$ cat config.mk
export PLATFORM = sky130hd
export DESIGN_NAME = adc_two_wire_serial_master_unit
export DESIGN_NICKNAME = d
export VERILOG_FILES = /design/src/hw/rtl/adcm_pkg.sv /design/src/hw/rtl/adc_two_wire_serial_master_unit.sv /design/src/hw/rtl/adcm_core.sv
export SDC_FILE = /design/constraint.sdc
export NUM_CORES = 1
export LEC_CHECK = 0
export ABC_AREA = 1
export BUFFER_PORTS_ARGS = -buffer_cell sky130_fd_sc_hd__buf_2
export CAP_MARGIN = 10
export CORE_ASPECT_RATIO = 1.5
export CORE_MARGIN = 3
export CORE_UTILIZATION = 51
export DETAILED_ROUTE_END_ITERATION = 12
export PLACE_DENSITY = 0.78
export SLEW_MARGIN = 20
export SYNTH_ARGS = -nofsm -noshare
export SYNTH_HDL_FRONTEND = slang
export SYNTH_SLANG_ARGS = --single-unit
export TNS_END_PERCENT = 100
$ cat constraint.sdc
create_clock -name clk_i -period 3.27 [get_ports clk_i]
set_input_delay 0.654 -clock clk_i [delete_from_list [all_inputs] [get_ports clk_i]]
set_output_delay 0.654 -clock clk_i [all_outputs]
set_load 0.02 [all_outputs]
$ cat src/hw/rtl/adcm_pkg.sv
// ----------------------------------------------------------------------------
// adcm_pkg
// Shared types and constants for the two-wire sigma-delta adc master.
// ----------------------------------------------------------------------------
package adcm_pkg;

  localparam int unsigned SAMPLE_BITS  = 24;
  localparam int unsigned RDATA_W      = 24;
  localparam int unsigned CNT_W        = 6;
  localparam int unsigned ELAPSED_W    = 17;
  localparam int unsigned TIMEOUT_W    = 16;
  localparam int unsigned LEAD_PULSES  = 27;
  localparam int unsigned SYNC_PULSES  = 2;
  localparam int unsigned CMD_PULSES   = 7;
  localparam int unsigned DATA_PULSES  = 8;

  localparam logic [6:0]           CMD_READ      = 7'h56;
  localparam logic [6:0]           CMD_WRITE     = 7'h65;
  localparam logic [TIMEOUT_W-1:0] TIMEOUT_RESET = 16'd100;
  localparam logic [ELAPSED_W-1:0] ELAPSED_MAX   = '1;

  // apb register map
  localparam int unsigned APB_ADDR_W = 3;
  localparam logic [APB_ADDR_W-1:0] REG_TIMEOUT_ADDR = 3'd0;

  typedef enum logic [1:0] {
    OP_NONE   = 2'd0,
    OP_SAMPLE = 2'd1,
    OP_RCFG   = 2'd2,
    OP_WCFG   = 2'd3
  } op_e;

  typedef enum logic [8:0] {
    PH_IDLE      = 9'b000000001,
    PH_WAIT_HIGH = 9'b000000010,
    PH_WAIT_LOW  = 9'b000000100,
    PH_LEAD      = 9'b000001000,
    PH_SYNC      = 9'b000010000,
    PH_CMD       = 9'b000100000,
    PH_TURN      = 9'b001000000,
    PH_DATA      = 9'b010000000,
    PH_FINAL     = 9'b100000000
  } phase_e;

  typedef struct packed {
    logic [1:0] func;
    logic [7:0] wdata;
    logic       din;
    logic       ms_tick;
  } item_t;

  typedef struct packed {
    logic               timed_out;
    logic [RDATA_W-1:0] rdata;
    logic               done_res;
    logic               busy_res;
    logic               sda_drive;
    logic               sda_out;
    logic               sclk;
  } res_t;

endpackage

$ cat src/hw/rtl/adc_two_wire_serial_master_unit.sv
// ----------------------------------------------------------------------------
// adc_two_wire_serial_master_unit
// Output: a result beat is registered and appears in the cycle after its input beat is accepted.
// Throughput: one beat per cycle while m_axis is not back-pressured; every beat is one half-clock slot handled in
// a single pass of the slot sequencer, with one output register toward m_axis.
// Reset: asynchronous active low; idle, line released, timeout_ms back to 100.
// ----------------------------------------------------------------------------
module adc_two_wire_serial_master_unit (
  input  logic                              clk_i,
  input  logic                              rst_ni,
  // stream in
  input  logic                              s_axis_tvalid,
  output logic                              s_axis_tready,
  input  logic [15:0]                       s_axis_tdata,  // func[1:0], wdata[9:2], din[10], ms_tick[11]
  // stream out
  output logic                              m_axis_tvalid,
  input  logic                              m_axis_tready,
  output logic [31:0]                       m_axis_tdata,  // sclk[0], sda_out[1], sda_drive[2],
                                                           // busy_res[3], done_res[4],
                                                           // rdata[28:5], timed_out[29]
  // apb config
  input  logic                              psel,
  input  logic                              penable,
  input  logic                              pwrite,
  input  logic [adcm_pkg::APB_ADDR_W-1:0]   paddr,
  input  logic [31:0]                       pwdata,
  output logic [31:0]                       prdata,
  output logic                              pready
);
  import adcm_pkg::*;

  logic [TIMEOUT_W-1:0] timeout_q;
  item_t                item;
  res_t                 res;
  res_t                 res_q;
  logic                 out_valid_q;
  logic                 step;

  // config register
  assign pready = 1'b1;
  assign prdata = (paddr == REG_TIMEOUT_ADDR) ? {16'd0, timeout_q} : 32'd0;

  always_ff @(posedge clk_i or negedge rst_ni) begin
    if (!rst_ni) begin
      timeout_q <= TIMEOUT_RESET;
    end else if (psel && penable && pwrite && pready && (paddr == REG_TIMEOUT_ADDR)) begin
      timeout_q <= pwdata[TIMEOUT_W-1:0];
    end
  end

  // input beat unpack
  assign item.func    = s_axis_tdata[1:0];
  assign item.wdata   = s_axis_tdata[9:2];
  assign item.din     = s_axis_tdata[10];
  assign item.ms_tick = s_axis_tdata[11];

  assign s_axis_tready = !out_valid_q || m_axis_tready;
  assign step          = s_axis_tvalid && s_axis_tready;

  adcm_core u_core (
    .clk_i        (clk_i),
    .rst_ni       (rst_ni),
    .step_i       (step),
    .item_i       (item),
    .timeout_ms_i (timeout_q),
    .res_o        (res)
  );

  always_ff @(posedge clk_i or negedge rst_ni) begin
    if (!rst_ni) begin
      out_valid_q <= 1'b0;
    end else if (s_axis_tready) begin
      out_valid_q <= s_axis_tvalid;
    end
  end

  always_ff @(posedge clk_i) begin
    if (step) begin
      res_q <= res;
    end
  end

  assign m_axis_tvalid = out_valid_q;
  assign m_axis_tdata  = {2'b00, res_q.timed_out, res_q.rdata, res_q.done_res,
                          res_q.busy_res, res_q.sda_drive, res_q.sda_out, res_q.sclk};

endmodule

$ cat src/hw/rtl/adcm_core.sv
// ----------------------------------------------------------------------------
// adcm_core
// Slot sequencer: advances the transfer state by one half-clock slot per
// accepted beat and forms that slot's pin levels and status.
// ----------------------------------------------------------------------------
module adcm_core (
  input  logic                                 clk_i,
  input  logic                                 rst_ni,
  input  logic                                 step_i,
  input  adcm_pkg::item_t                      item_i,
  input  logic [adcm_pkg::TIMEOUT_W-1:0]       timeout_ms_i,
  output adcm_pkg::res_t                       res_o
);
  import adcm_pkg::*;

  phase_e                 phase_q, phase_d;
  op_e                    op_q, op_d;
  logic [CNT_W-1:0]       cnt_q, cnt_d, cnt_inc, plen;
  logic                   half_q, half_d;
  logic [RDATA_W-1:0]     shift_q, shift_d;
  logic [7:0]             byte_q, byte_d;
  logic [6:0]             cmd_q, cmd_d;
  logic [ELAPSED_W-1:0]   elapsed_q, elapsed_d;
  logic                   tseen_q, tseen_d;
  logic                   lvl_q, lvl_d;
  logic                   en_q, en_d;
  logic                   busy, done, sclk, sample_now;
  logic [RDATA_W-1:0]     rdata;

  always_comb begin
    case (phase_q)
      PH_LEAD:  plen = (op_q == OP_SAMPLE) ? CNT_W'(SAMPLE_BITS) : CNT_W'(LEAD_PULSES);
      PH_SYNC:  plen = CNT_W'(SYNC_PULSES);
      PH_CMD:   plen = CNT_W'(CMD_PULSES);
      PH_DATA:  plen = CNT_W'(DATA_PULSES);
      default:  plen = CNT_W'(1);
    endcase
  end

  assign cnt_inc = cnt_q + CNT_W'(1);
  assign sample_now = ((phase_q == PH_LEAD) && (op_q == OP_SAMPLE)) ||
                      ((phase_q == PH_DATA) && (op_q != OP_WCFG));

  always_comb begin
    phase_d   = phase_q;
    op_d      = op_q;
    cnt_d     = cnt_q;
    half_d    = half_q;
    shift_d   = shift_q;
    byte_d    = byte_q;
    cmd_d     = cmd_q;
    elapsed_d = elapsed_q;
    tseen_d   = tseen_q;
    lvl_d     = lvl_q;
    en_d      = en_q;
    busy      = 1'b1;
    done      = 1'b0;
    sclk      = 1'b0;
    rdata     = '0;

    case (phase_q)
      PH_IDLE: begin
        lvl_d = 1'b1;
        en_d  = 1'b0;
        busy  = 1'b0;
        if (op_e'(item_i.func) != OP_NONE) begin
          op_d      = op_e'(item_i.func);
          byte_d    = item_i.wdata;
          cmd_d     = (op_e'(item_i.func) == OP_WCFG) ? CMD_WRITE : CMD_READ;
          shift_d   = '0;
          elapsed_d = '0;
          tseen_d   = 1'b0;
          cnt_d     = '0;
          half_d    = 1'b0;
          phase_d   = PH_WAIT_HIGH;
          busy      = 1'b1;
        end
      end
      PH_WAIT_HIGH, PH_WAIT_LOW: begin
        lvl_d = 1'b1;
        en_d  = 1'b0;
        if (item_i.ms_tick && (elapsed_q != ELAPSED_MAX)) begin
          elapsed_d = elapsed_q + ELAPSED_W'(1);
        end
        // a line change in this slot wins over the timeout
        if ((phase_q == PH_WAIT_HIGH) && item_i.din) begin
          phase_d = PH_WAIT_LOW;
        end else if ((phase_q == PH_WAIT_LOW) && !item_i.din) begin
          phase_d = PH_LEAD;
        end else if (elapsed_d > {1'b0, timeout_ms_i}) begin
          tseen_d = 1'b1;
          phase_d = PH_LEAD;
        end
        cnt_d  = '0;
        half_d = 1'b0;
      end
      PH_LEAD, PH_SYNC, PH_CMD, PH_TURN, PH_DATA, PH_FINAL: begin
        if (!half_q) begin
          // high half: set the data line for this pulse
          case (phase_q)
            PH_SYNC: begin en_d = 1'b1; lvl_d = 1'b1; end
            PH_CMD:  begin en_d = 1'b1; lvl_d = cmd_q[6]; end
            PH_TURN: begin en_d = (op_q == OP_WCFG); lvl_d = 1'b1; end
            PH_DATA: begin
              en_d  = (op_q == OP_WCFG);
              lvl_d = (op_q == OP_WCFG) ? byte_q[7] : 1'b1;
            end
            PH_FINAL: begin en_d = 1'b1; lvl_d = 1'b1; end
            default: begin en_d = 1'b0; lvl_d = 1'b1; end
          endcase
          sclk   = 1'b1;
          half_d = 1'b1;
        end else begin
          half_d = 1'b0;
          if (sample_now) begin
            shift_d = {shift_q[RDATA_W-2:0], item_i.din};
          end
          if (phase_q == PH_CMD) begin
            cmd_d = {cmd_q[5:0], 1'b0};
          end
          if ((phase_q == PH_DATA) && (op_q == OP_WCFG)) begin
            byte_d = {byte_q[6:0], 1'b0};
          end
          if (cnt_inc >= plen) begin
            cnt_d = '0;
            if (((phase_q == PH_LEAD) && (op_q == OP_SAMPLE)) || (phase_q == PH_FINAL)) begin
              done    = 1'b1;
              rdata   = (op_q == OP_WCFG) ? '0 : shift_d;
              phase_d = PH_IDLE;
            end else begin
              case (phase_q)
                PH_LEAD: phase_d = PH_SYNC;
                PH_SYNC: phase_d = PH_CMD;
                PH_CMD:  phase_d = PH_TURN;
                PH_TURN: phase_d = PH_DATA;
                PH_DATA: phase_d = PH_FINAL;
                default: phase_d = PH_IDLE;
              endcase
            end
          end else begin
            cnt_d = cnt_inc;
          end
        end
      end
      default: begin
        phase_d = PH_IDLE;
        busy    = 1'b0;
        lvl_d   = 1'b1;
        en_d    = 1'b0;
      end
    endcase

    res_o.sclk      = sclk;
    res_o.sda_out   = lvl_d;
    res_o.sda_drive = en_d;
    res_o.busy_res  = busy;
    res_o.done_res  = done;
    res_o.rdata     = rdata;
    res_o.timed_out = busy & tseen_d;

    // release the line once the transfer is over
    if (done) begin
      lvl_d = 1'b1;
      en_d  = 1'b0;
    end
  end

  always_ff @(posedge clk_i or negedge rst_ni) begin
    if (!rst_ni) begin
      phase_q   <= PH_IDLE;
      op_q      <= OP_NONE;
      cnt_q     <= '0;
      half_q    <= 1'b0;
      shift_q   <= '0;
      byte_q    <= '0;
      cmd_q     <= '0;
      elapsed_q <= '0;
      tseen_q   <= 1'b0;
      lvl_q     <= 1'b1;
      en_q      <= 1'b0;
    end else if (step_i) begin
      phase_q   <= phase_d;
      op_q      <= op_d;
      cnt_q     <= cnt_d;
      half_q    <= half_d;
      shift_q   <= shift_d;
      byte_q    <= byte_d;
      cmd_q     <= cmd_d;
      elapsed_q <= elapsed_d;
      tseen_q   <= tseen_d;
      lvl_q     <= lvl_d;
      en_q      <= en_d;
    end
  end

`ifndef SYNTHESIS
  a_idle_holds: assert property (@(posedge clk_i) disable iff (!rst_ni)
    step_i && (phase_q == PH_IDLE) && (op_e'(item_i.func) == OP_NONE) |=> phase_q == PH_IDLE)
    else $error("idle left without a request");

  a_done_releases: assert property (@(posedge clk_i) disable iff (!rst_ni)
    step_i && res_o.done_res |=> (phase_q == PH_IDLE) && !en_q && lvl_q)
    else $error("line not released after done");

  a_half_in_pulse: assert property (@(posedge clk_i) disable iff (!rst_ni)
    half_q |-> !((phase_q == PH_IDLE) || (phase_q == PH_WAIT_HIGH) ||
                 (phase_q == PH_WAIT_LOW)))
    else $error("half flag set outside a pulse phase");

  a_elapsed_stable: assert property (@(posedge clk_i) disable iff (!rst_ni)
    step_i && ((phase_q == PH_WAIT_HIGH) || (phase_q == PH_WAIT_LOW)) && !item_i.ms_tick
    |=> $stable(elapsed_q))
    else $error("ms count moved without a tick");
`endif

endmodule

**After elaboration in Yosys (flattened, before gate mapping)**

Cells that the tools add are included.
Widths: inputs -> output; s select.

- Flip-flop bits (word level): 124
- Logic and storage cells: 139
- Input bits: 58
- Output and inout port bits: 67

- Magnitude comparators: 2
- Reductions and logical operators: 34
- Add/subtract/negate cells: 2
- Equality and inequality tests: 20
- Bitwise logic cells: 5
- Muxes and demuxes: 56

Operators by type and width:

| cell | number |
|---|---|
| $mux 24 | 3 |
| $mux 9 | 7 |
| $mux 17 | 3 |
| $pmux 24 s2 | 1 |
| $pmux 9 s5 | 1 |
| $pmux 17 s2 | 1 |
| $pmux 9 s3 | 1 |
| $mux 6 | 4 |
| $mux 8 | 3 |
| $pmux 6 s4 | 1 |
| $mux 7 | 3 |
| $mux 1 | 18 |
| $pmux 6 s3 | 1 |
| $add 17x1->17 const B | 1 |
| $gt 17x16->1 | 1 |
| $ne 17x17->1 const B | 1 |
| $mux 16 | 1 |
| $pmux 8 s2 | 1 |
| $reduce_and 5->1 | 3 |
| $pmux 7 s2 | 1 |
| $logic_and 1x1->1 | 10 |
| $ne 2x1->1 const B | 5 |
| $eq 9x1->1 const B | 1 |
| $eq 9x2->1 const B | 1 |
| 30 further kinds | 46 |

**Depth between registers and ports, before layout**

Gate-level depths: netlist of the first run.

- Depth in word-level cells: 10
- Depth in mapped cells: 26
- Depth with buffers taken out: 26

**By module**

Synthesis of the first run repeated with hierarchy kept, for this count alone.

- Cell total of the unflattened synthesis: 904
- Area, all modules: 7191.9 um^2

Modules (own cells, without submodules):

| module | cells an instance | seq. area each (um^2) | times used | area each (um^2) |
|---|---|---|---|---|
| adcm_core | 737 | 1929.4 | 1 | 5177.5 |
| adc_two_wire_serial_master_unit | 167 | 1330.0 | 1 | 2014.4 |

**Worst setup path after synthesis of the first run**

OpenSTA, ideal clock, no wires.

- Path type: register -> register
- Start point: register u_core.elapsed_q[0]
- End point: register u_core.phase_q[1]
- Stages on the path, launching flop included: 26
- Slack: -0.030 ns
- Required time: 3.153 ns
- Setup time: 0.117 ns
- Path buffers: 0
- Period minus slack after synthesis: 3.300 ns
- Arrival time: 3.182 ns
- Path through: dfrtp_1 -> ha_1 -> nand3_1 -> nor2_1 -> nor4b_1 -> ha_1 -> inv_1 -> nand2_1 -> nor2_1 -> nand3_1 -> nor3_1 -> nand3_1 -> nand2_1 -> inv_1 -> ha_1 -> nand2_1 -> nor2_1 -> nand4_1 -> nor2_1 -> nand2_1 -> nand2_1 -> nand2_1 -> nand2_1 -> nand3_2 -> nand2_1 -> nand2_1

- Cells in the longest elaborated chain, start to end: 7
- Elaborated cells on any way between the ends: 8
- Those cells by class: 1 x add/sub; 1 x order compare; 2 x eq/ne; 2 x mux; 2 x reduce/logical

Ends and longest elaborated chain:

| what | RTL line | source |
|---|---|---|
| start: declaration | adcm_core.sv:23 | `logic [ELAPSED_W-1:0] elapsed_q, elapsed_d;` |
| start signal: assignment | adcm_core.sv:189 | `elapsed_q <= elapsed_d;` |
| branches (longest 2 deep; another with $add 17x1->17) | n/a |  |
| $mux 17 (*) | adcm_core.sv:82 | `if (item_i.ms_tick && (elapsed_q != ELAPSED_MAX)) begin` |
| $mux 17 (*) | adcm_core.sv:61 | `case (phase_q)` |
| $gt 17x16->1 (*) | adcm_core.sv:90 | `end else if (elapsed_d > {1'b0, timeout_ms_i}) begin` |
| $ne 4x1->1 (no line) (*) | n/a |  |
| $reduce_and 5->1 (no line) (*) | n/a |  |
| end signal: assignment | adcm_core.sv:182 | `phase_q <= phase_d;` |
| end: declaration | adcm_core.sv:16 | `phase_e phase_q, phase_d;` |

Mark *: on every way between the ends. The select of a mux whose other input is x is not followed.
A chain may end at the register's enable or synchronous reset.

**Worst setup path in the final report of the first run**

- Start point: register u_core.elapsed_q[1]
- End point: register u_core.phase_q[5]

The elaborated chain is that of the path after synthesis.

==> results of run 1 <==
==> final timing paths <==
kind | start | to | cells after the start
min in group clk_i | pwdata[11] | timeout_q[11]$_DFFE_PN0P_ | 3
worst max register to register | u_core.elapsed_q[1]$_DFFE_PN0P_ | u_core.phase_q[5]$_DFFE_PN0P_ | 24
max in group asynchronous | rst_ni | u_core.shift_q[20]$_DFFE_PN0P_ | 2
worst min-delay path | rst_ni | u_core.phase_q[4]$_DFFE_PN0P_ | 1
worst max-delay path | u_core.elapsed_q[1]$_DFFE_PN0P_ | u_core.phase_q[5]$_DFFE_PN0P_ | 24
worst min register to register | u_core.cnt_q[4]$_DFFE_PN0P_ | u_core.cnt_q[4]$_DFFE_PN0P_ | 2
==> timing repair <==
| item | 4_1_cts | 5_1_grt |
|---|---|---|
| setup buffers | 1 | 3 |
| setup endpoints to repair | 11 | 17 |
| gates resized for setup | 22 | 21 |
| pin swaps | 15 | 13 |
| cloned | 1 | 0 |
==> area by class of cell <==
cell class	count	area (µm²)
Sequential cell	124	3260
Multi-Input combinational cell	619	3240
Clock buffer	18	429
Tap cell	159	199
Clock inverter	14	97.6
Fill cell	1053	4760
Timing Repair Buffer	123	727
Inverter	98	368
==> layer usage <==
metal	routed length, µm	GRT usage	part of all wire
met2	8790	0.384	0.54
met1	6340	0.265	0.39
met5	0	0	0
met3	721	0.0427	0.044
met4	481	0.0991	0.029
==> through the flow <==
step           cells  instance area [µm²]
2_1_floorplan    883                 6960
3_3_place_gp    1119                 7570
3_5_place_dp    1119                 7570
4_1_cts         1152                 8190
5_1_grt         1155                 8320
6_report        1155                 8320
==> synth_stat cells (2+ instances only) <==
master	instances
dfrtp_1	89
a21oi_1	24
inv_2	7
a22o_1	3
o21bai_1	2
edfxtp_1	30
nand4_1	16
nand2_2	9
inv_1	91
nand3_1	54
o21ai_0	65
nand2_4	4
nand3b_1	2
buf_6	2
buf_2	6
nor2_1	91
clkbuf_1	7
xor2_1	16
nor3_1	6
o21ai_1	3
buf_4	26
o22ai_1	4
nor2_2	12
nand3_2	2
ha_1	24
dfstp_2	5
nand2_1	252
conb_1	2
==> state kept, by name, indices dropped and copies added, names as in the netlist <==
register / flops
timeout_q: 16
u_core.shift_q: 24
u_core.half_q: 1
u_core.en_q: 1
u_core.tseen_q: 1
u_core.lvl_q: 1
u_core.byte_q: 8
u_core.op_q: 2
u_core.cmd_q: 7
u_core.elapsed_q: 17
u_core.phase_q: 9
m_axis_tdata: 30
u_core.cnt_q: 6
m_axis_tvalid: 1
==> where the power goes <==
group          total [mW]  internal [mW]  switching (mW)
clock network        1.68          0.966           0.714
logic                2.02          0.647            1.37
registers            2.05           1.88           0.168
==> kinds of logic after synthesis <==
kind of cell | Yosys count | share of synthesized area
muxes | 1 | 0.00164
DFF | 124 | 0.474
xor gates and xnor gates | 16 | 0.0204
buffers and inverters | 140 | 0.0940
and+or+nand+nor | 451 | 0.280
other | 2 | 0.00109
adders and majority gates | 24 | 0.0436
AOI/OAI and AO/OA | 108 | 0.0860
==> impl_metrics.py, run 1 <==
metrics = {
    "outcome": {
        "run_status": "complete, no violations",
    },
    "yosys": {
        "yosysTopAreaCell": "dfrtp_1",
        "ys_seq_elements": 124,
        "synthDistinctLibCells": 40,
        "syn_area_per_cell_um2": 7.95,
        "synth-edff-count": 30,
        "synth-async-reset-ratio": 0.758,
        "yosysSeqAreaShare": 0.474,
        "netlist_instances": 866,
        "syn_area_mm2": 0.00688,
        "ys.flop_type": "dfrtp_1",
        "yosysTopAreaCellShare": 0.324,
        "yosys_warnings": 0,
        "synth_area_leaders": "dfrtp_1 (32%), nand2_1 (14%), edfxtp_1 (13%)",
    },
    "timing": {
        "fin_crit_ns": 3.25,
        "rsz0062_at_grt": "true",
        "setup_tns_ns": 0,
        "slew_headroom": 0.507,
        "slew_violations": 0,
        "clock_skew_ns": 0.00688,
        "timing.final.crit_share": 0.995,
        "hold_viol_final": 0,
        "tightest_slew_ns": 0.739,
        "setup_violations": 0,
        "setup_ws_ns": 0.0175,
        "hold_ws_ns": 0.309,
        "clock.fmax_ghz": 0.307,
    },
    "hold_path": {
        "min_path_type": "input port to async pin",
    },
    "setup_path": {
        "worst-path-buf-inv": 3,
        "crit_chain": "ha_2, nand3_2, nor2_4, nor4b_4, ha_2, inv_2, nand2_4, nor2_4, nand3_4, nor3_4, nand3_1, nand2_2, inv_2, ha_4, nand2_2, nor2_1, nand4_1, nor2_1, nand4_1, nand2_2, nand2_4, buf_2, nand4_1, nand2_1",
        "crit_family": "simple AND/OR/NAND/NOR gates",
        "cp.arrival_ns": 3.56,
        "worstPathMaxFanout": 4,
        "start_kind": "flop",
        "slowest_delay_ns": 0.38,
        "worstPathRequired_ns": 3.57,
        "crit_slowest_cell": "dfrtp_1",
        "rrSetupSlack_ns": 0.02,
        "crit_path_end_kind": "flop",
        "path_class": "flop to flop",
    },
    "route": {
        "via_per_inst": 5.27,
        "vias": 6092,
        "wirelength_um": 16300,
        "dr.pass1.iters": 5,
        "first_iter_violations": 378,
        "route.detailed.drc": 0,
        "wl_per_cell_um": 14.1,
        "postRouteAntennaNets": 0,
    },
    "clock_tree": {
        "clock_latency_ns": 0.41,
        "clk_transition_reported_paths_ns": 0.06,
        "clkSinkCount": 124,
        "cts_max_level": 4,
        "cts_buffers": 17,
        "clk_path_buf_depth": 2,
        "clock-root-buffer": "clkbuf_16",
        "hold_buffers": 0,
        "cts_tree": "built",
    },
    "layout": {
        "final_common_cell": "nand2_1",
        "drive_above_1_share": 0.228,
        "diodes": 0,
        "syn_to_final_growth_pct": 20.9,
        "final_cell_mix": "nand2_1 (243), inv_1 (89), dfrtp_1 (89)",
        "layout.nets": 1065,
        "utilization": 0.636,
    },
    "floorplan": {
        "core-area_mm2": 0.0131,
        "placementRows": 51,
        "initial_core_util": 0.526,
        "die-area_mm2": 0.0150,
        "die_h_um": 148,
        "die_w_um": 101,
        "ioPinCount": 125,
    },
    "run": {
        "drv_cap": 0,
    },
    "power_and_ir_drop": {
        "p_per_area_mw_per_mm2": 690,
        "vdd_drop_max_mv": 0.436,
        "p_leak_nw": 4.23,
        "power_mw": 5.74,
    },
    "global_route": {
        "grt_antenna_before_repair": 0,
        "grt_pass1_vias": 5762,
        "grt_pass1_wl_um": 26500,
        "grt_max_degree": 56,
        "grt_overflow_total": 0,
        "grt_use_total": 0.222,
    },
    "placed_design": {
        "place_congestion": 0.920,
        "post-place-ws_ns": -0.160,
        "dpl.hpwl_um": 11400,
        "numPortBuffers": 85,
    },
}
Power figures use the tool's default switching activity.
==> run 2: changes to the inputs <==
- ABC_AREA: 1 -> default
==> run 2 against run 1 <==
The run now ends with setup timing left; highest routed layer unchanged; combinational power is 36% lower; via count decreased by 0.97%; core utilization increased by 3.8 points; synthesized area is 2.0% higher; die area is 1.9% higher.
==> impl_metrics.py, run 2 <==
metrics = {
    "timing": {
        "slew_headroom": 0.456,
        "hold_viol_final": 0,
        "rsz0062_at_grt": "true",
        "slew_violations": 0,
        "clock.fmax_ghz": 0.274,
        "setup_violations": 7,
        "tightest_slew_ns": 0.813,
        "clock_skew_ns": 0.0108,
        "setup_tns_ns": -2.33,
        "fin_crit_ns": 3.65,
        "setup_ws_ns": -0.382,
        "hold_ws_ns": 0.196,
        "timing.final.crit_share": 1.12,
    },
    "yosys": {
        "yosysSeqAreaShare": 0.464,
        "yosysMostFrequentCell": "dfrtp_1",
        "syn_area_per_cell_um2": 9.80,
        "ys_seq_elements": 124,
        "netlist_instances": 716,
        "yosysTopAreaCell": "dfrtp_1",
        "ys.flop_type": "dfrtp_1",
        "syn_area_mm2": 0.00702,
        "synth_common_cells": "dfrtp_1 (89), nor2_1 (67), nand2_1 (65)",
        "yosysTopAreaCellShare": 0.317,
        "synth-edff-count": 30,
        "synthDistinctLibCells": 66,
        "yosys_warnings": 0,
        "synth_area_leaders": "dfrtp_1 (32%), edfxtp_1 (13%), ha_1 (4.3%)",
        "synth-async-reset-ratio": 0.758,
    },
    "route": {
        "dr.pass1.iters": 5,
        "first_iter_violations": 284,
        "postRouteAntennaNets": 0,
        "vias": 6033,
        "via_per_inst": 5.78,
        "wirelength_um": 18000,
        "wl_per_cell_um": 17.2,
        "route.detailed.drc": 0,
    },
    "placed_design": {
        "dpl.hpwl_um": 12400,
        "dp.cells": 1002,
        "numPortBuffers": 85,
        "placed_area_mm2": 0.00808,
        "place_congestion": 0.928,
    },
    "layout": {
        "multi_input_area_mm2": 0.00355,
        "diodes": 0,
        "final_cell_mix": "buf_4 (93), dfrtp_1 (89), buf_2 (84)",
        "layout.nets": 953,
        "utilization": 0.674,
        "layout.cells.non_filler": 1043,
        "syn_to_final_growth_pct": 26.8,
        "largest_register_ffs": 30,
        "register_area_mm2": 0.00326,
        "fin_area_mm2": 0.00890,
        "nFillCells": 979,
        "drive_above_1_share": 0.311,
        "final_common_cell": "buf_4",
    },
    "floorplan": {
        "die_h_um": 150,
        "ioPinCount": 125,
        "die_w_um": 102,
        "core-area_mm2": 0.0132,
        "placementRows": 51,
        "initial_core_util": 0.531,
        "die-area_mm2": 0.0152,
    },
    "power_and_ir_drop": {
        "p_per_area_mw_per_mm2": 571,
        "vdd_drop_max_mv": 0.354,
        "p_leak_nw": 4.04,
    },
    "setup_path": {
        "crit_path_end_kind": "flop",
        "slowest_delay_ns": 0.40,
        "cp.arrival_ns": 3.96,
        "worstPathRequired_ns": 3.58,
        "worst-path-buf-inv": 2,
        "path_class": "flop to flop",
        "crit_family": "compound AO/OA/AOI/OAI gates",
        "crit_chain": "ha_2, and3_4, and3_4, ha_4, nor2b_4, buf_4, nand3_1, xnor2_2, ha_1, a21oi_2, o21ai_1, a2111oi_4, buf_4, o22ai_4, o211ai_2, mux2_4",
        "start_kind": "flop",
        "crit_slowest_cell": "dfrtp_1",
        "startpoint": "u_core.elapsed_q[0]$_DFFE_PN0P_",
        "r2r_start": "u_core.elapsed_q[0]$_DFFE_PN0P_",
        "worstPathMaxFanout": 5,
    },
    "global_route": {
        "grt_use_total": 0.240,
        "grt_overflow_total": 0,
        "grt_antenna_before_repair": 0,
        "grt_pass1_vias": 6086,
        "grt_max_degree": 57,
        "grt_pass1_wl_um": 28900,
    },
    "outcome": {
        "run_status": "finished, violations left",
        "violations": "setup timing",
    },
    "clock_tree": {
        "cts_buffers": 17,
        "cts_tree": "built",
        "clkSinkCount": 124,
        "clock_latency_ns": 0.42,
        "clk_path_buf_depth": 2,
        "hold_buffers": 0,
        "clk_transition_reported_paths_ns": 0.06,
        "clock-root-buffer": "clkbuf_16",
        "cts_max_level": 4,
    },
    "hold_path": {
        "min_path_type": "input port to async pin",
    },
    "run": {
        "drv_cap": 0,
    },
}
[run 2: cell types whose count changed after synthesis, sizes merged, moves of 12 or more]
cell    previous run  this run
and2               0        20
nand2            265        65
nand3             56        27
nor2             104        67
inv               98        29
a21oi             26        14
mux2i              0        27
nand2b             0        18
a31oi              0        13
a22o               3        26
[run 2: cell type report]
type,instances,share of cell area
clock buffers,17,0.0478
clock inverters,15,0.0171
inverters,29,0.0122
multi-input cells,518,0.399
flip-flops and latches,124,0.366
well taps,159,0.0224
repair buffers,181,0.135
[run 2: path summary, 6_finish.rpt]
kind,end,slack [ns],cells after the start
max,u_core.phase_q[7]$_DFFE_PN0P_,-0.38,16
min,u_core.byte_q[5]$_DFFE_PN0P_,0.20,1
max reg2reg,u_core.phase_q[7]$_DFFE_PN0P_,-0.38,16
min reg2reg,u_core.cmd_q[5]$_DFFE_PN0P_,0.49,2
max in group asynchronous,timeout_q[6]$_DFFE_PN1P_,2.33,2
min in group clk_i,timeout_q[3]$_DFFE_PN0P_,0.43,3
[run 2: power breakdown]
group / internal, mW / switching [mW] / leakage, nW
sequential: 1.81 / 0.152 / 1.52
clock: 1.01 / 0.812 / 0.274
combinational: 0.512 / 0.786 / 2.24
[run 2: worst reg2reg max path: stages (launching register included)]
cell,delay (ns)
dfrtp_1,0.40
ha_2,0.19
and3_4,0.14
and3_4,0.18
ha_4,0.17
nor2b_4,0.15
buf_4,0.16
nand3_1,0.15
xnor2_2,0.17
ha_1,0.34
a21oi_2,0.19
o21ai_1,0.18
a2111oi_4,0.38
buf_4,0.17
o22ai_4,0.07
o211ai_2,0.18
mux2_4,0.31
[run 2: per-layer routing]
metal / up-vias / track usage / wire length [µm]
li1: 2847 / - / -
met1: 2911 / 0.274 / 6810
met2: 231 / 0.431 / 9620
met3: 44 / 0.0462 / 993
met4: 0 / 0.0978 / 554
met5: - / 0 / 0
[run 2: logic make-up (layout without fill, tap and decap cells)]
family,Yosys count,after routing,share of synthesized area
compound gates,167,167,0.165
xor+xnor,19,19,0.0237
simple gates,254,254,0.184
mux,35,35,0.0513
fa+ha+maj,24,24,0.0428
other cells,2,19,0.00107
flops,124,124,0.464
buf+inv,91,242,0.0676
[run 2: through the flow]
step | total power [mW] | setup WS, ns
after floorplan | 2.81 | -0.532
after global placement | 3.17 | -0.413
after detailed placement | 3.23 | -0.629
after CTS | 5.07 | -0.278
after global routing | 5.32 | -0.548
final | 5.08 | -0.382
[run 2: repair_timing]
action                                  4_1_cts  5_1_grt
pin swaps                                    24        4
setup buffers                                 7        1
endpoints found under the setup margin        7       35
resized for setup                            22       10
cloned                                        0        1
==> run 3: changes to the inputs <==
- CORE_UTILIZATION: 51 -> 55
- PLACE_DENSITY: 0.78 -> 0.8
- clock period: 3.27 -> 4.6 ns (I/O delays scaled with it)
==> run 3 against run 2 <==
The flow now finishes without violations; critical path type unchanged; critical endpoint unchanged; power down 29%; sequential share of layout area up 3.7 points; routed wire length down 12%; setup slack better by 0.69 ns; fmax down 15%; critical path depth up 1.
==> impl_metrics.py, run 3 (synthesis results as in run 2) <==
metrics = {
    "run": {
        "drv_cap": 0,
    },
    "floorplan": {
        "placementRows": 49,
        "initial_core_util": 0.572,
        "core-area_mm2": 0.0123,
        "die_w_um": 98.2,
        "die_h_um": 144,
        "ioPinCount": 125,
        "die-area_mm2": 0.0142,
    },
    "clock_tree": {
        "post_cts_buffers": 0,
        "clock_latency_ns": 0.41,
        "cts_resized": 0,
        "cts_tree": "built",
        "cts_buffers": 17,
        "clk_path_buf_depth": 2,
        "clkSinkCount": 124,
        "clock-root-buffer": "clkbuf_16",
        "cts_max_level": 4,
        "hold_buffers": 0,
        "clk_transition_reported_paths_ns": 0.06,
    },
    "route": {
        "first_iter_violations": 289,
        "wl_per_cell_um": 16.7,
        "wirelength_um": 15900,
        "postRouteAntennaNets": 0,
        "route.detailed.drc": 0,
        "dr.pass1.iters": 5,
        "via_per_inst": 5.91,
        "vias": 5641,
    },
    "setup_path": {
        "crit_path_end_kind": "flop",
        "path_class": "flop to flop",
        "cp.arrival_ns": 4.59,
        "worstPathRequired_ns": 4.89,
        "start_kind": "flop",
        "rrSetupSlack_ns": 0.31,
        "worstPathMaxFanout": 9,
    },
    "power_and_ir_drop": {
        "p_per_area_mw_per_mm2": 445,
        "vdd_drop_max_mv": 0.322,
        "p_leak_nw": 3.60,
    },
    "outcome": {
        "run_status": "complete, no violations",
    },
    "layout": {
        "final_common_cell": "dfrtp_1",
        "syn_to_final_growth_pct": 15.2,
        "nFillCells": 935,
        "layout.nets": 870,
        "multi_input_area_mm2": 0.00337,
        "utilization": 0.659,
        "final_cell_mix": "dfrtp_1 (89), buf_2 (84), nor2_1 (67)",
        "fin_area_mm2": 0.00808,
        "drive_above_1_share": 0.202,
        "register_area_mm2": 0.00326,
        "diodes": 0,
        "largest_register_ffs": 30,
    },
    "timing": {
        "slew_headroom": 0.365,
        "slew_violations": 0,
        "timing.final.crit_share": 0.933,
        "hold_viol_final": 0,
        "clock_skew_ns": 0.00731,
        "rsz0062_at_grt": "false",
        "setup_violations": 0,
        "tightest_slew_ns": 0.953,
        "fin_crit_ns": 4.29,
        "setup_tns_ns": 0,
        "clock.fmax_ghz": 0.233,
    },
    "global_route": {
        "grt_max_degree": 75,
        "grt_overflow_total": 0,
        "grt_pass1_wl_um": 25800,
        "grt_antenna_before_repair": 0,
        "grt_use_total": 0.224,
        "grt_pass1_vias": 5462,
    },
    "hold_path": {
        "min_path_type": "flop to flop",
    },
    "placed_design": {
        "place_congestion": 0.930,
        "numPortBuffers": 85,
        "placed_area_mm2": 0.00743,
        "dpl.hpwl_um": 11000,
    },
}
run 3: cell type report:
class	instances	area share
Timing Repair Buffer	98	0.0650
Clock inverter	15	0.0243
Sequential cell	124	0.403
Multi-Input combinational cell	518	0.418
Inverter	29	0.0135
Clock buffer	17	0.0526
Tap cell	153	0.0237
run 3: path summary, 6_finish.rpt:
check / startpoint / endpoint / cells past startpoint
worst max register to register: u_core.elapsed_q[3]$_DFFE_PN0P_ / u_core.phase_q[7]$_DFFE_PN0P_ / 17
worst max-delay path: u_core.elapsed_q[3]$_DFFE_PN0P_ / u_core.phase_q[7]$_DFFE_PN0P_ / 17
worst min register to register: u_core.cmd_q[5]$_DFFE_PN0P_ / u_core.cmd_q[5]$_DFFE_PN0P_ / 2
worst min-delay path: u_core.cmd_q[5]$_DFFE_PN0P_ / u_core.cmd_q[5]$_DFFE_PN0P_ / 2
min in group asynchronous: rst_ni / u_core.shift_q[19]$_DFFE_PN0P_ / 1
max in group asynchronous: rst_ni / u_core.byte_q[0]$_DFFE_PN0P_ / 2
run 3: routing by layer:
metal  up-vias  track usage  routed length [µm]
li1       2679            -                   -
met4         0        0.104                 538
met1      2753        0.254                6340
met3        45       0.0396                 628
met2       164        0.411                8380
met5         -            0                   0
run 3: power breakdown:
part / internal [mW] / total [mW] / switching [mW]
Sequential: 1.28 / 1.41 / 0.130
Combinational: 0.276 / 0.770 / 0.493
Clock: 0.872 / 1.41 / 0.540
Total: 2.43 / 3.59 / 1.16
run 3: stage by stage:
stage | setup slack [ns] | power (mW) | std cells | hold WS [ns]
finish | 0.306 | 3.59 | 954 | 0.482
global route | 0.0138 | 3.77 | 954 | 0.496
CTS | 0.00495 | 3.60 | 954 | 0.485
detailed placement | 0.194 | 2.19 | 922 | 0.471
global placement | 0.346 | 2.15 | 922 | 0.460
floorplan | 0.330 | 1.99 | 733 | 0.444
run 3: critical path, cell delays in order (launching register included):
cell and delay [ns]:
dfrtp_1 0.47, and2_1 0.23, and3_1 0.20, and3_1 0.19, ha_1 0.20, nor2b_1 0.16, buf_4 0.18, and2_1 0.15
and4_1 0.31, nand3_1 0.15, xnor2_1 0.16, ha_1 0.28, nand3_1 0.15, a2111oi_4 0.38, and3_1 0.22, o22ai_2 0.11
o211ai_2 0.28, mux2_2 0.37
